**src/design/assert_macros.svh**
```systemverilog
// ---------------------------------------------------------------------------
// assert_macros.svh
// Concurrent assertion macros shared by the RTL.
// ---------------------------------------------------------------------------
`ifndef ASSERT_MACROS_SVH
`define ASSERT_MACROS_SVH

// property must hold at every clock edge outside reset
`define PCDS_ASSERT(lbl, clk, rst, prop, msg) \
   lbl: assert property (@(posedge clk) disable iff (rst) prop) else $error(msg);

// condition must never be seen outside reset
`define PCDS_NEVER(lbl, clk, rst, cond, msg) \
   `PCDS_ASSERT(lbl, clk, rst, !(cond), msg)

`endif

```
**src/design/pcds_pkg.sv**
```systemverilog
// ---------------------------------------------------------------------------
// pcds_pkg
// Shared constants and codes of the point cloud depth splat block.
// ---------------------------------------------------------------------------
package pcds_pkg;

   localparam int DEF_MAX_WIDTH  = 512;
   localparam int DEF_MAX_HEIGHT = 256;

   localparam int CFG_W       = 20;
   localparam int CSR_IDX_W   = 3;
   localparam int DEPTH_W     = 15;
   localparam int COUNT_W     = 4;
   localparam int CELL_IDX_W  = 17;
   localparam int MWIDTH_W    = 10;
   localparam int MHEIGHT_W   = 9;

   localparam logic [CSR_IDX_W-1:0] CSR_FOCAL_X  = 3'd0;
   localparam logic [CSR_IDX_W-1:0] CSR_FOCAL_Y  = 3'd1;
   localparam logic [CSR_IDX_W-1:0] CSR_CENTER_X = 3'd2;
   localparam logic [CSR_IDX_W-1:0] CSR_CENTER_Y = 3'd3;
   localparam logic [CSR_IDX_W-1:0] CSR_WIDTH    = 3'd4;
   localparam logic [CSR_IDX_W-1:0] CSR_HEIGHT   = 3'd5;

   localparam logic [CFG_W-1:0]     RST_FOCAL_X  = 20'd65536;
   localparam logic [CFG_W-1:0]     RST_FOCAL_Y  = 20'd65536;
   localparam logic [CFG_W-1:0]     RST_CENTER_X = 20'd40960;
   localparam logic [CFG_W-1:0]     RST_CENTER_Y = 20'd23040;
   localparam logic [MWIDTH_W-1:0]  RST_WIDTH    = 10'd320;
   localparam logic [MHEIGHT_W-1:0] RST_HEIGHT   = 9'd180;

   localparam logic [1:0] OP_CLEAR   = 2'd0;
   localparam logic [1:0] OP_PROJECT = 2'd1;
   localparam logic [1:0] OP_READ    = 2'd2;
   localparam logic [1:0] OP_NOP     = 2'd3;

   // shared multiplier steps
   localparam logic [2:0] MS_XF  = 3'd0;
   localparam logic [2:0] MS_CXZ = 3'd1;
   localparam logic [2:0] MS_YF  = 3'd2;
   localparam logic [2:0] MS_CYZ = 3'd3;
   localparam logic [2:0] MS_ZK  = 3'd4;
   localparam logic [2:0] MS_VW  = 3'd5;
   localparam logic [2:0] MS_WH  = 3'd6;

   localparam logic signed [20:0] MM_PER_M  = 21'sd1000;
   localparam logic [DEPTH_W-1:0] DEPTH_SAT = 15'd32767;

   // division operands: 2|n| + d over 2d, with headroom
   localparam int DIV_W = 56;

endpackage

```
**src/design/pcds_div.sv**
```systemverilog
// ---------------------------------------------------------------------------
// pcds_div
// Restoring divider, one quotient bit per cycle, with overflow flag.
// ---------------------------------------------------------------------------
module pcds_div import pcds_pkg::*; #(
   parameter int QB = 10
) (
   input  logic             clock,
   input  logic             reset,
   input  logic             start,
   input  logic [DIV_W-1:0] num,
   input  logic [DIV_W-1:0] den,
   output logic             done,
   output logic [QB-1:0]    quot,
   output logic             ovf
);

   localparam int CNT_W = $clog2(QB + 1);

   logic [DIV_W-1:0] rem_ff, rem_in;
   logic [DIV_W-1:0] dsh_ff, dsh_in;
   logic [QB-1:0]    q_ff, q_in;
   logic             ovf_ff, ovf_in;
   logic [CNT_W-1:0] cnt_ff, cnt_in;
   logic             run_ff, run_in;
   logic             done_ff, done_in;
   logic             ge;

   assign ge = rem_ff >= dsh_ff;

   always_comb begin
      rem_in  = rem_ff;
      dsh_in  = dsh_ff;
      q_in    = q_ff;
      ovf_in  = ovf_ff;
      cnt_in  = cnt_ff;
      run_in  = run_ff;
      done_in = 1'b0;
      if (start) begin
         rem_in = num;
         dsh_in = den << (QB - 1);
         ovf_in = num >= (den << QB);
         q_in   = '0;
         cnt_in = CNT_W'(QB - 1);
         run_in = 1'b1;
      end else if (run_ff) begin
         rem_in = ge ? rem_ff - dsh_ff : rem_ff;
         q_in   = {q_ff[QB-2:0], ge};
         dsh_in = dsh_ff >> 1;
         cnt_in = cnt_ff - 1'b1;
         if (cnt_ff == '0) begin
            run_in  = 1'b0;
            done_in = 1'b1;
         end
      end
   end

   always_ff @(posedge clock) begin
      rem_ff <= rem_in;
      dsh_ff <= dsh_in;
      q_ff   <= q_in;
      ovf_ff <= ovf_in;
      cnt_ff <= cnt_in;
      if (reset) begin
         run_ff  <= 1'b0;
         done_ff <= 1'b0;
      end else begin
         run_ff  <= run_in;
         done_ff <= done_in;
      end
   end

   assign done = done_ff;
   assign quot = q_ff;
   assign ovf  = ovf_ff;

endmodule

```
**config.mk**
```make
export PLATFORM = sky130hd
export DESIGN_NAME = pcds_div
export DESIGN_NICKNAME = d
export VERILOG_FILES = /design/src/design/assert_macros.svh /design/src/design/pcds_pkg.sv /design/src/design/pcds_div.sv
export SDC_FILE = /design/constraint.sdc
export NUM_CORES = 1
export LEC_CHECK = 0
export ABC_AREA = 1
export BUFFER_PORTS_ARGS = -buffer_cell sky130_fd_sc_hd__buf_2
export CAP_MARGIN = 15
export CELL_PAD_IN_SITES_DETAIL_PLACEMENT = 0
export CELL_PAD_IN_SITES_GLOBAL_PLACEMENT = 1
export CORE_ASPECT_RATIO = 0.8
export CORE_UTILIZATION = 43
export CTS_BUF_LIST = sky130_fd_sc_hd__clkbuf_16
export DETAILED_ROUTE_END_ITERATION = 8
export MAX_ROUTING_LAYER = met4
export PLACE_DENSITY_LB_ADDON = 0.08
export SYNTH_ARGS = -nofsm -noshare
export SYNTH_HDL_FRONTEND = slang
export SYNTH_SLANG_ARGS = --single-unit
```
**constraint.sdc**
```tcl
create_clock -name clock -period 4.2 [get_ports clock]
set_clock_uncertainty 0.15 [all_clocks]
set_input_delay 0 -clock clock [delete_from_list [all_inputs] [get_ports clock]]
set_output_delay 0 -clock clock [all_outputs]
set_load 0.02 [all_outputs]
```
Word level (Yosys, flattened, before mapping). Cells that the tools add are included.

Output and inout bits: 12. Register bits: 129. Input port bits: 115.

$add $sub $neg: 2. Order comparisons: 2. Muxes and demuxes: 9. Reductions and logical operators: 5. Bitwise gates (word level): 1.

Operators by type and width (number): 56-bit 2-to-1 mux (5); 56-bit greater-or-equal comparator (2); 56-bit subtractor (1); 4-bit logical NOT (1); 1-bit 2-to-1 mux (4); 2-bit nonzero test (2); 4-bit by 1-bit subtractor with 4-bit output (second input constant) (1); 3-bit OR reduction (1); 2-bit AND reduction (1); 1-bit NOT (1).

Longest topological paths before layout. Gate-level depths: netlist (run 1).

Word-level depth: 4. Mapped depth: 15. Gate-level depth less buffers: 15.

Least setup slack after synthesis (run 1). No wires, ideal clock.

Path kind: reg2reg. From: reg rem_ff[0]. To: reg rem_ff[0], enable pin. Required time: 3.411 ns. Stages on the path, launching flop included: 15. Slack: 0.794 ns. Library setup time: 0.639 ns. Arrival time: 2.616 ns. Period minus slack after synthesis: 3.406 ns. Path buffers: 0. Cell sequence: edfxtp_1 > inv_1 > ha_1 > inv_1 > fa_1 > nand2_1 > nand3_1 > nand3_1 > nand2_2 > nand3_1 > nand3_2 > nand3_1 > nand3_1 > nand2_1 > nand2_1.

Cells in the longest elaborated chain, start to end: 3.

Ends and longest elaborated chain: start, declared (line pcds_div.sv:20) `logic [DIV_W-1:0] rem_ff, rem_in;`; start signal, assigned (line pcds_div.sv:59) `rem_ff <= rem_in;`; 56-bit greater-or-equal comparator (line pcds_div.sv:29) `assign ge = rem_ff >= dsh_ff;`; 2-bit nonzero test (no line); 2-bit AND reduction (no line).

Every way passes these cells. A chain may end at the register's enable or synchronous reset.

Worst setup path after layout (run 1).
From: reg rem_ff[10]. To: reg rem_ff[54], enable pin.

Same word-level chain as after synthesis.

==> impl_metrics.csv, run 1 <==
group,metric,value,unit
run_status,status,"finished clean",
place,dp_hpwl,29.91,mm
cells_and_area,syn_to_final_growth,22.80,%
drt,wl_per_cell,15.93,um
sta,worst_slack,1.007,ns
worst_setup_path,crit_arrival,3.14,ns
global_route,grt_pass1_wl,59.17,mm
drt,drt_iter0_drc,698,
synth,synth_edf_count,104,
worst_hold_path,hold_class,"in -> reg",
worst_setup_path,slowest_stage,"nor4_1",
drt,drc_errors,0,
synth,ys_warn_count,0,
sta,setup_viol,0,
power,ir_drop,0.3025,mV
synth,synth_ff_type,"edfxtp_1",
clock_network,cts_setup_buffers,0,
synth,ys_top_cells_by_area,"edfxtp_1 (27%), nand2_1 (20%), inv_1 (13%), ha_1 (11%), dfxtp_1 (4.2%)",
cells_and_area,fin_nets,2236,
sta,setup-tns-final,0,ns
worst_setup_path,crit_fanout,56,
synth,synth_seq_cells,129,
power,power_density,443.7,mW/mm^2
synth,synthAdderAreaFrac,11.11,%
cells_and_area,fin_util,54.38,%
global_route,antenna_found_initial,0,
floorplanning,num_io_pins,127,
worst_setup_path,r2r-start,"rem_ff[10]",
sta,period_needed,3.193,ns
synth,syn_inst,1795,
worst_setup_path,crit_type,"reg -> reg",
worst_setup_path,critPathLaunch,"rem_ff[10]",
worst_setup_path,crit_path_frequent_cell,"nand2_1",
synth,synthMuxAreaShare,0,%
worst_setup_path,path_depth,10,
cells_and_area,final_cell_mix,"nand2_1 (618), inv_1 (404), buf_2 (117), dlygate4sd3_1 (105), edfxtp_1 (104)",
global_route,gr-usage-all-layers,28.69,%
global_route,grt_max_degree,77,
floorplanning,initial_core_util,44.29,%
sta,achievable-frequency,313.2,MHz
cells_and_area,drive_gt1_share,13.50,%
clock_network,clockBufferDepth,2,
global_route,gr-total-overflow,0,
clock_network,ctsResizeCount,0,
worst_hold_path,hold_start,"reset",
sta,slew_viol_final,0,
run,cap_violations,0,
floorplanning,dieArea,0.02806,mm^2
synth,synth_compound_area_share,8.564,%
floorplanning,die_w,187.0,um
synth,yosys.area.top_type,"edfxtp_1",
place,dpl_cell_area,0.01278,mm^2
sta,rsz0062_at_grt,"false",
drt,vias_per_cell,4.841,
cells_and_area,layout_commonest_cell,"nand2_1",
synth,async_reset_ff_share,0,%
clock_network,numCtsBuffers,17,
worst_setup_path,end_kind,"flop",
clock_network,cts_tree,"yes",
cells_and_area,postLayoutCellArea,0.01446,mm^2
synth,synth_cell_types,37,
sta,hold_ws,0.1391,ns
synth,synth_xor_area_share,1.190,%
sta,hold_violations,0,
worst_setup_path,path_buf_inv,1,
synth,yosys.area_share.simple,33.96,%
worst_hold_path,hold_depth,3,
drt,antenna_left,0,
power,leakagePower,0.007647,uW
clock_network,clock-root-buffer,"clkbuf_16",
clock_network,cts_hold_buffers,105,
sta,worst_slew_pin_slew,0.8753,ns
global_route,grt_pass1_vias,10805,
synth,synth.top_cell.area_share,26.52,%
worst_setup_path,crit_chain,"ha_1 -> nand2_1 -> nor2_2 -> nand2_1 -> nor4_1 -> nand4_1 -> nand3_1 -> nand2_1 -> nand2_2 -> buf_12",
clock_network,clk_pin_slew,0.06,ns
floorplanning,die_y,150.0,um
worst_setup_path,cp.required,4.15,ns
cells_and_area,diodes,0,
place,dpl_worst_slack,0.9941,ns
worst_setup_path,reg2regPathDepth,10,
place,portBuffers,117,
floorplanning,core,0.02659,mm^2
drt,drt_wl_total,38.03,mm
clock_network,cts.sinks,129,
worst_setup_path,crit_family,"simple AND/OR/NAND/NOR gates",
drt,dr_total_vias,11556,
synth,synth_top_family_by_area,"simple AND/OR/NAND/NOR gates",
worst_setup_path,worstSetupStartpointType,"flop",
clock_network,clk_latency,0.44,ns
worst_setup_path,worst_path_largest_cell_delay,0.52,ns
drt,drtPass1Iterations,7,
cells_and_area,fill_cells,2659,
clock_network,htreeDepth,4,
place,place_congestion,0.9359,
synth,syn_avg_cell_area,6.561,um^2
synth,synth_nets,2014,
synth,ys_seq_area_share,30.77,%
sta,slew_headroom,41.65,%
floorplanning,rows,53,
sta,period_share,76.02,%
synth,synth_area,0.01178,mm^2
synth_stat cells (all sizes together), types with 4 or more instances:
library cell and instances:
o21ai 44, nand4 16, edfxtp 104, nor2 120
inv 422, xnor2 10, o211ai 4, a21oi 70
ha 103, o22ai 61, nand3 99, nor3 13
dfxtp 25, xor2 6, nor4 4, clkbuf 16
nand2 649, or2 11, buf 10
worst min-delay path: stages:
cell and delay [ns]:
dlygate4sd3_1 0.53, buf_2 0.11, nor3_1 0.04
registers in the layout, summed over array words and instances, names as in the netlist:
signal	count
quot	10
done	1
ovf	1
rem_ff	56
dsh_ff	56
cnt_ff	4
run_ff	1
through the flow:
stage,power (uW),cells
after floorplan,3837,1795
after global placement,4697,2250
after detailed placement,4714,2250
after CTS,6427,2387
after global routing,6895,2387
final,6417,2387
cells by family (layout without fill, tap and decap cells):
| kind of cell | count (synthesis) | count (layout) |
|---|---|---|
| simple gates | 915 | 915 |
| compound gates | 182 | 182 |
| buf+inv | 449 | 684 |
| xor+xnor | 16 | 16 |
| fa+ha+maj | 104 | 104 |
| flops | 129 | 129 |
area by class of cell:
type / count / area (um^2) / area share (%)
clock buffers: 20 / 500.5 / 3.461
clock inverters: 12 / 130.1 / 0.8998
inverters: 423 / 1588 / 10.98
multi-input cells: 1217 / 6459 / 44.66
flip-flops and latches: 129 / 3623 / 25.06
well taps: 357 / 446.7 / 3.089
repair buffers: 229 / 1714 / 11.85
report_power, final:
group,switching (uW),internal [uW]
clock,664,945
sequential,54.3,1620
combinational,2110,1020
layer usage:
layer,routed length [um],part of all wire (%),vias to the layer above,track usage (%)
met5,0,0,-,-
met4,567,1.5,0,6.803
met3,2110,5.5,27,4.081
li1,-,-,6039,-
met2,15390,40,314,41.77
met1,19970,52,5176,41.56
worst paths after layout:
path / end / slack [ns]
hold reg to reg: quot[9] / 0.32
setup reg to reg: rem_ff[54] / 1.01
setup / recovery: rem_ff[54] / 1.01
hold / removal: done / 0.14
Note: power is estimated with default switching activity, not from simulation.
==> inputs of run 2 (changes only) <==
CORE_UTILIZATION = 39   (was 43)
clock period = 2.75 ns   (was 4.2 ns; I/O delays follow)
==> impl_metrics.csv, run 2 (synthesis results as in run 1) <==
group,metric,value,unit
power,ir_drop,0.4250,mV
drt,drt_wl_total,40.49,mm
drt,vias_per_cell,4.690,
drt,wl_per_cell,16.35,um
global_route,grt_pass1_vias,10903,
clock_network,clk_latency,0.45,ns
clock_network,clockBufferDepth,2,
worst_setup_path,path_buf_inv,3,
cells_and_area,layout_commonest_cell,"nand2_1",
cells_and_area,layout.cells.non_filler,2477,
cells_and_area,syn_to_final_growth,28.36,%
floorplanning,die_y,157.4,um
drt,drtPass1Iterations,5,
sta,period_needed,2.625,ns
clock_network,cts_tree,"yes",
place,dp_hpwl,31.91,mm
sta,period_share,95.46,%
sta,worst_slew_pin_slew,1.145,ns
worst_setup_path,worst_path_largest_cell_delay,0.37,ns
global_route,grt_max_degree,55,
worst_setup_path,r2r-start,"rem_ff[37]",
worst_setup_path,crit_type,"reg -> reg",
power,power_density,678.8,mW/mm^2
power,leakagePower,0.007930,uW
cells_and_area,regArea,0.003623,mm^2
sta,slew_headroom,23.64,%
worst_hold_path,hold_class,"in -> reg",
worst_setup_path,crit_chain,"ha_1 -> buf_4 -> nand2_1 -> nand2_2 -> nand2_1 -> nand2_2 -> inv_1 -> nand2_1 -> o21bai_4 -> a21oi_2 -> nand3_2 -> nand2_4 -> nand2_8 -> clkbuf_16",
worst_setup_path,crit_path_frequent_cell,"nand2_1",
place,place_congestion,0.9226,
floorplanning,num_io_pins,127,
worst_setup_path,crit_fanout,8,
place,dp.cells,2332,
sta,setup-tns-final,0,ns
run,cap_violations,0,
clock_network,htreeDepth,4,
global_route,grt_pass1_wl,61.42,mm
cells_and_area,final_cell_mix,"nand2_1 (608), inv_1 (400), buf_2 (117), dlygate4sd3_1 (105), edfxtp_1 (104)",
sta,slew_viol_final,0,
place,portBuffers,117,
drt,drt_iter0_drc,623,
drt,antenna_left,0,
global_route,gr-total-overflow,0,
cells_and_area,fin_nets,2276,
drt,drc_errors,0,
clock_network,cts.sinks,129,
clock_network,clk_pin_slew,0.07,ns
sta,setup_viol,0,
floorplanning,core,0.02950,mm^2
worst_setup_path,critPathLaunch,"rem_ff[37]",
cells_and_area,multi_input_area,0.006634,mm^2
worst_setup_path,end_kind,"flop",
worst_setup_path,cp.required,2.80,ns
global_route,antenna_found_initial,1,
floorplanning,dieArea,0.03090,mm^2
worst_setup_path,crit_arrival,2.68,ns
sta,achievable-frequency,380.9,MHz
worst_setup_path,slowest_stage,"edfxtp_1",
clock_network,clock-root-buffer,"clkbuf_16",
run_status,status,"finished clean",
worst_setup_path,worstSetupStartpointType,"flop",
floorplanning,initial_core_util,39.92,%
power,power.total,10260,uW
drt,dr_total_vias,11617,
floorplanning,die_w,196.3,um
sta,hold_ws,0.1201,ns
worst_setup_path,crit_family,"simple AND/OR/NAND/NOR gates",
clock_network,numCtsBuffers,17,
sta,hold_violations,0,
worst_hold_path,hold_start,"reset",
cells_and_area,drive_gt1_share,16.81,%
floorplanning,rows,56,
cells_and_area,fill_cells,3056,
global_route,gr-usage-all-layers,27.35,%
-- run 2: routing by layer --
layer / GRT usage (%) / routed length [um]
met1: 39.94 / 21400
met2: 39.97 / 16710
met3: 3.793 / 1955
met4: 5.246 / 425
met5: - / 0
-- run 2: final timing paths --
check                             endpoint  cells past startpoint  slack [ns]
worst max-delay path            rem_ff[26]                     14        0.12
worst min-delay path                  done                      3        0.12
worst max register to register  rem_ff[26]                     14        0.12
worst min register to register     quot[9]                      2        0.31
-- run 2: worst min-delay path: cells and delay by family --
| family | cells | cell delay (ns) |
|---|---|---|
| buffers and inverters | 2 | 0.63 |
| and+or+nand+nor | 1 | 0.04 |
-- run 2: where the power goes --
group	switching (uW)	total (uW)	leakage, uW	internal (uW)
Sequential	89.8	2570	0.00127	2480
Clock	1040	2500	0.000319	1460
Combinational	3380	5190	0.00634	1810
Total	4510	10300	0.00793	5750
-- run 2: layout make-up --
class,count,share of cell area (%)
multi-input cells,1217,43.89
flip-flops and latches,129,23.97
repair buffers,269,14.01
inverters,423,10.50
clock buffers,22,3.642
well taps,406,3.361
clock inverters,10,0.6125
diodes,1,0.01655
-- run 2: per-stage QoR --
step | cell area (um^2) | util, % | setup WS (ns)
2_1_floorplan | 11780 | - | 0.09197
3_3_place_gp | 13120 | 44.47 | 0.05667
3_5_place_dp | 13120 | 44.47 | 0.04543
4_1_cts | 14810 | 50.22 | 0.02672
5_1_grt | 15120 | 51.24 | -0.01177
6_report | 15120 | 51.24 | 0.1247
-- run 2: what timing repair did --
action / in CTS / in global routing
hold buffers: 105 / 0
endpoints found under the hold margin: 107 / 0
endpoints found under the setup margin: 0 / 60
resized for setup: 0 / 43
buffers inserted: 0 / 1
